**src/design/mpid_pkg.sv**
```systemverilog
// Shared definitions for the motor PID controller: field widths,
// configuration register map and reset values. No dependencies.
package mpid_pkg;

	localparam int DATA_WIDTH_DEF = 16;
	localparam int ACC_WIDTH_DEF = 32;
	localparam int GAIN_FRAC_DEF = 8;

	localparam int GAIN_W = 16;
	localparam int OFFSET_W = 15;
	localparam int PERIOD_W = 16;
	localparam int TIME_W = 32;
	localparam int CFG_ADDR_W = 4;
	localparam int CFG_DATA_W = 32;

	typedef enum logic [CFG_ADDR_W-1:0] {
		REG_GAIN_P = 4'd0,
		REG_GAIN_I = 4'd1,
		REG_GAIN_D = 4'd2,
		REG_LOW_LIMIT = 4'd3,
		REG_HIGH_LIMIT = 4'd4,
		REG_DEADBAND = 4'd5,
		REG_SPEED_MODE = 4'd6,
		REG_SAMPLE_PERIOD = 4'd7
	} reg_index_t;

	localparam logic signed [GAIN_W-1:0] GAIN_P_RST = 16'sd256;
	localparam logic signed [GAIN_W-1:0] GAIN_I_RST = 16'sd0;
	localparam logic signed [GAIN_W-1:0] GAIN_D_RST = 16'sd0;
	localparam int LOW_LIMIT_RST = -255;
	localparam int HIGH_LIMIT_RST = 255;

endpackage

```
**src/design/mpid_cfg_regs.sv**
```systemverilog
// Configuration register file of the motor PID controller.
// Depends on mpid_pkg for the register map, widths and reset values.
module mpid_cfg_regs #(
	parameter int DATA_WIDTH = mpid_pkg::DATA_WIDTH_DEF
) (
	input  logic                                  clk,
	input  logic                                  arst_n,
	input  logic                                  cfg_valid,
	output logic                                  cfg_ready,
	input  logic [mpid_pkg::CFG_ADDR_W-1:0]       cfg_index,
	input  logic [mpid_pkg::CFG_DATA_W-1:0]       cfg_data,
	output logic signed [mpid_pkg::GAIN_W-1:0]    gain_p,
	output logic signed [mpid_pkg::GAIN_W-1:0]    gain_i,
	output logic signed [mpid_pkg::GAIN_W-1:0]    gain_d,
	output logic signed [DATA_WIDTH:0]            low_limit,
	output logic signed [DATA_WIDTH:0]            high_limit,
	output logic [mpid_pkg::OFFSET_W-1:0]         deadband_offset,
	output logic                                  speed_mode,
	output logic [mpid_pkg::PERIOD_W-1:0]         sample_period
);

	localparam int LIM_W = DATA_WIDTH + 1;

	logic signed [LIM_W-1:0] limit_wdata;

	assign cfg_ready = 1'b1;
	// Limits keep one extra bit so the reset limits stay exact at narrow widths.
	assign limit_wdata = LIM_W'($signed(cfg_data[DATA_WIDTH-1:0]));

	always_ff @(posedge clk or negedge arst_n) begin
		if (!arst_n) begin
			gain_p <= mpid_pkg::GAIN_P_RST;
			gain_i <= mpid_pkg::GAIN_I_RST;
			gain_d <= mpid_pkg::GAIN_D_RST;
			low_limit <= LIM_W'(mpid_pkg::LOW_LIMIT_RST);
			high_limit <= LIM_W'(mpid_pkg::HIGH_LIMIT_RST);
			deadband_offset <= '0;
			speed_mode <= 1'b0;
			sample_period <= '0;
		end else if (cfg_valid && cfg_ready) begin
			unique case (cfg_index)
				mpid_pkg::REG_GAIN_P: begin
					gain_p <= $signed(cfg_data[mpid_pkg::GAIN_W-1:0]);
				end
				mpid_pkg::REG_GAIN_I: begin
					gain_i <= $signed(cfg_data[mpid_pkg::GAIN_W-1:0]);
				end
				mpid_pkg::REG_GAIN_D: begin
					gain_d <= $signed(cfg_data[mpid_pkg::GAIN_W-1:0]);
				end
				mpid_pkg::REG_LOW_LIMIT: begin
					low_limit <= limit_wdata;
				end
				mpid_pkg::REG_HIGH_LIMIT: begin
					high_limit <= limit_wdata;
				end
				mpid_pkg::REG_DEADBAND: begin
					deadband_offset <= cfg_data[mpid_pkg::OFFSET_W-1:0];
				end
				mpid_pkg::REG_SPEED_MODE: begin
					speed_mode <= cfg_data[0];
				end
				mpid_pkg::REG_SAMPLE_PERIOD: begin
					sample_period <= cfg_data[mpid_pkg::PERIOD_W-1:0];
				end
				default: begin
					// drop writes to unmapped indexes
				end
			endcase
		end
	end

endmodule

```
**config.mk**
```make
export PLATFORM = sky130hd
export DESIGN_NAME = mpid_cfg_regs
export DESIGN_NICKNAME = d
export VERILOG_FILES = /design/src/design/mpid_pkg.sv /design/src/design/mpid_cfg_regs.sv
export SDC_FILE = /design/constraint.sdc
export NUM_CORES = 1
export LEC_CHECK = 0
export BUFFER_PORTS_ARGS = -buffer_cell sky130_fd_sc_hd__buf_2
export CAP_MARGIN = 10
export CORE_MARGIN = 3
export CORE_UTILIZATION = 45
export CTS_CLUSTER_DIAMETER = 60
export DETAILED_ROUTE_END_ITERATION = 12
export PLACE_DENSITY = 0.83
export SYNTH_ARGS = -nofsm -noshare
export SYNTH_HDL_FRONTEND = slang
export SYNTH_SLANG_ARGS = --single-unit
```
**constraint.sdc**
```tcl
create_clock -name clk -period 1.45 [get_ports clk]
set_input_delay 0.0725 -clock clk [delete_from_list [all_inputs] [get_ports clk]]
set_output_delay 0.0725 -clock clk [all_outputs]
set_load 0.01 [all_outputs]
```
Yosys cells after proc, flatten, opt, wreduce, memory -nomap -nowiden
Index checks and enable logic that the tools add are counted.
W data, S select, Z words.

word-level totals
  flip-flop bits (word level) = 112
  input port bits = 39
  output and inout port bits = 115
  word-level logic and storage cells = 24

operators by class
  equal/unequal tests = 7
  reductions and logical operators = 9

operator list
  kind                  number
  $eq A4 B3 Y1 const B  4
  $reduce_and A2 Y1     8
  $eq A4 B2 Y1 const B  2
  $eq A4 B1 Y1 const B  1
  $logic_not A4 Y1      1

Depth between registers and ports, before layout
  depth in word-level cells = 2
  mapped depth = 6
  gate-level depth less buffers = 3

Worst setup path before layout
OpenSTA, ideal clock, no wires.

  path type = input to register
  from = in cfg_index[3] (netlist bit)
  to = reg low_limit[5]
  library setup time = 125 ps
  arrival = 1110 ps
  required time = 1325 ps
  slack = 215 ps
  stages = 5
  path buffers = 2
  cell sequence = nor3b_4 and3_2 buf_6 buf_6 mux2_2

between the ends
  cells in the longest elaborated chain, start to end = 2

ends and longest elaborated chain
  element                             line                 RTL
  from (decl)                         mpid_cfg_regs.sv:10  input logic [mpid_pkg::CFG_ADDR_W-1:0] cfg_index,
  $eq A4 B2 Y1                        mpid_cfg_regs.sv:41  unique case (cfg_index)
  $reduce_and A2 Y1 (no source line)  -
  to (signal assigned)                mpid_cfg_regs.sv:35  low_limit <= LIM_W'(mpid_pkg::LOW_LIMIT_RST);
  to (signal assigned)                mpid_cfg_regs.sv:52  low_limit <= limit_wdata;
  to (decl)                           mpid_cfg_regs.sv:15  output logic signed [DATA_WIDTH:0] low_limit,

No other way between the ends.
A chain may end at the register's enable or synchronous reset.

Worst setup path in the final report
  from = reg low_limit[15] (netlist name)
  to = out low_limit[15]

No word-level cell between the ends.

==> flow_summary.yaml <==
place:
  portBuffers: 136
  gp_congestion: 0.751
  dp_hpwl_mm: 6.88
  pre_cts_slack_ns: 0.142
  place_area_um2: 5210
  dpl.cell_count: 518
grt:
  grt_pass1_vias: 2895
  grt_max_degree: 60
  grt_usage_pct: 18.1
  antenna_found_initial: 0
  overflow: 0
  grt_pass1_wl_mm: 15.4
power_and_ir_drop:
  p_leak_nw: 2.65
  p_total_mw: 8.00
  power.density_nw_per_um2: 1480
  peakVddDrop_v: 0.000723
layout:
  diodes: 0
  fin_util_pct: 58.1
  finalInstanceArea_um2: 5390
  drive_gt1_share_pct: 75.1
  fillCellCount: 763
  stdcell_count: 535
  nNetsFinal: 441
  syn_to_final_growth_pct: 25.0
sta:
  tns_ns: 0
  min_period_ns: 1.11
  setup_viol: 0
  rsz0062_at_grt: "false"
  max_freq_ghz: 0.897
  fin_ws_ns: 0.335
  hold_viol: 0
  final.period_utilization_pct: 76.9
  final_max_slew_viol_count: 0
  skew_ns: 0
  whs_ns: 0.0264
clock_tree:
  numCtsBuffers: 9
  path_clk_slew_ns: 0.11
  cts.sinks: 112
  cts_root_buf: "clkbuf_8"
  cts_buffer_depth: 2
  clk_latency_ns: 0.36
  h-tree-depth: 3
  cts_tree: "built"
  post_cts_buffers: 0
synth:
  yosys-top-cells-count: "112 x mux2_2, 94 x dfrtp_1, 18 x dfstp_2, 6 x buf_4, 4 x buf_6"
  syn_inst: 250
  synth-seq-area-share_pct: 65.4
  syn_avg_cell_area_um2: 17.3
  yosysTopAreaCell: "dfrtp_1"
  synthFlopType: "dfrtp_1"
  syn_area_um2: 4320
  synth-edff-count: 0
  synthTopCellsByArea: "dfrtp_1 54%, mux2_2 29%, dfstp_2 11%, buf_4 1.0%, buf_6 1.0%"
  ys_types: 18
  ys_warn_count: 0
  synth_most_common_cell: "mux2_2"
  synth.net_count: 289
  ys_ff_latch: 112
  async_flop_share_pct: 100
  synth_top_area_share_pct: 54.5
setup_path:
  crit_type: "reg -> out"
  worstPathBufferInverterCount: 1
  cp.arrival_ns: 1.04
  rr_endpoint: "sample_period[3]$_DFFE_PN0P_"
  required_ns: 1.38
  crit_chain: "buf_2"
  cp-end-kind: "primary output"
  cpLargestDelayFamily: "flip-flops"
  critPathMaxFanout: 3
  r2r-start: "sample_period[3]$_DFFE_PN0P_"
  crit_cells: 1
  start_kind: "flip-flop"
  max_stage_delay_ns: 0.56
  rrSetupSlack_ns: 0.66
  worstRegToRegCells: 1
  crit_path_top_delay_cell: "dfstp_2"
run:
  maxCapViolations: 0
outcome:
  status: "complete, no violations"
worst_hold_path:
  min_path_cells: 2
  worstHoldEndpoint: "gain_p[2]$_DFFE_PN0P_"
  min_from: "cfg_data[2]"
  hold_path.class: "in -> reg"
route:
  drtPass1Iterations: 4
  drc: 0
  via_per_inst: 4.95
  wirelength_mm: 9.63
  wl_per_cell_um: 18.0
  drtIter0Drc: 61
  vias: 2650
  postRouteAntennaNets: 0
floorplanning:
  die_h_um: 104
  io_pins: 154
  die_area_um2: 10800
  core_area_um2: 9280
  die_w_um: 104
  start_util_pct: 46.5
  num_rows: 35
==> power breakdown <==
group          switching [mW]  internal (mW)
logic                    1.01           1.08
registers               0.364           3.93
clock network           0.999          0.612
==> per-layer routing <==
| layer | GRT usage, % | wire (µm) | vias up |
|---|---|---|---|
| met5 | 0 | 0 | - |
| li1 | - | - | 1182 |
| met2 | 31.5 | 4870 | 102 |
| met4 | 4.75 | 84 | 0 |
| met3 | 6.15 | 774 | 12 |
| met1 | 21.4 | 3910 | 1354 |
==> how the worst max path moves through the flow <==
stage | slack, ns | from | endpoint
after floorplan | 0.21 | cfg_index[3] | low_limit[5]$_DFFE_PN0P_
after detailed placement | 0.14 | cfg_index[3] | deadband_offset[1]$_DFFE_PN0P_
final | 0.34 | low_limit[15]$_DFFE_PN1P_ | low_limit[15]
after CTS | 0.31 | low_limit[15]$_DFFE_PN1P_ | low_limit[15]
after global placement | 0.17 | cfg_index[3] | deadband_offset[5]$_DFFE_PN0P_
after global routing | 0.28 | low_limit[15]$_DFFE_PN1P_ | low_limit[15]
==> cell families after synthesis <==
group | after synthesis | synth area share (%)
other | 1 | 0.0869
buffers and inverters | 13 | 2.43
DFF | 112 | 65.4
and+or+nand+nor | 12 | 2.81
muxes | 112 | 29.2
==> area by class of cell <==
class	count	area, µm²	share of cell area, %
Timing Repair Buffer	154	861	16.0
Clock buffer	9	124	2.30
Multi-Input combinational cell	125	1390	25.7
Tap cell	129	161	2.99
Clock inverter	6	36.3	0.673
Sequential cell	112	2830	52.4
==> sequential cells by signal, indices dropped and copies added, names as in the netlist <==
| register | cells |
|---|---|
| gain_d | 16 |
| gain_i | 16 |
| gain_p | 16 |
| high_limit | 16 |
| low_limit | 16 |
| sample_period | 16 |
| deadband_offset | 15 |
| speed_mode | 1 |
==> what timing repair did <==
action | CTS | global route
setup endpoints to repair | 0 | 0
gates resized for setup | 0 | 0
hold buffers | 2 | 0
hold endpoints to repair | 107 | 0
==> layout by cell type (no fill, tap or decap), types with 2 or more instances in the layout <==
master,count
buf_2,135
mux2_2,112
dfrtp_1,94
dfstp_2,18
buf_4,14
clkbuf_8,9
clkinv_2,4
buf_12,3
nor3b_4,2
nand3b_2,2
dlygate4sd3_1,2
Power figures use the tool's default switching activity.
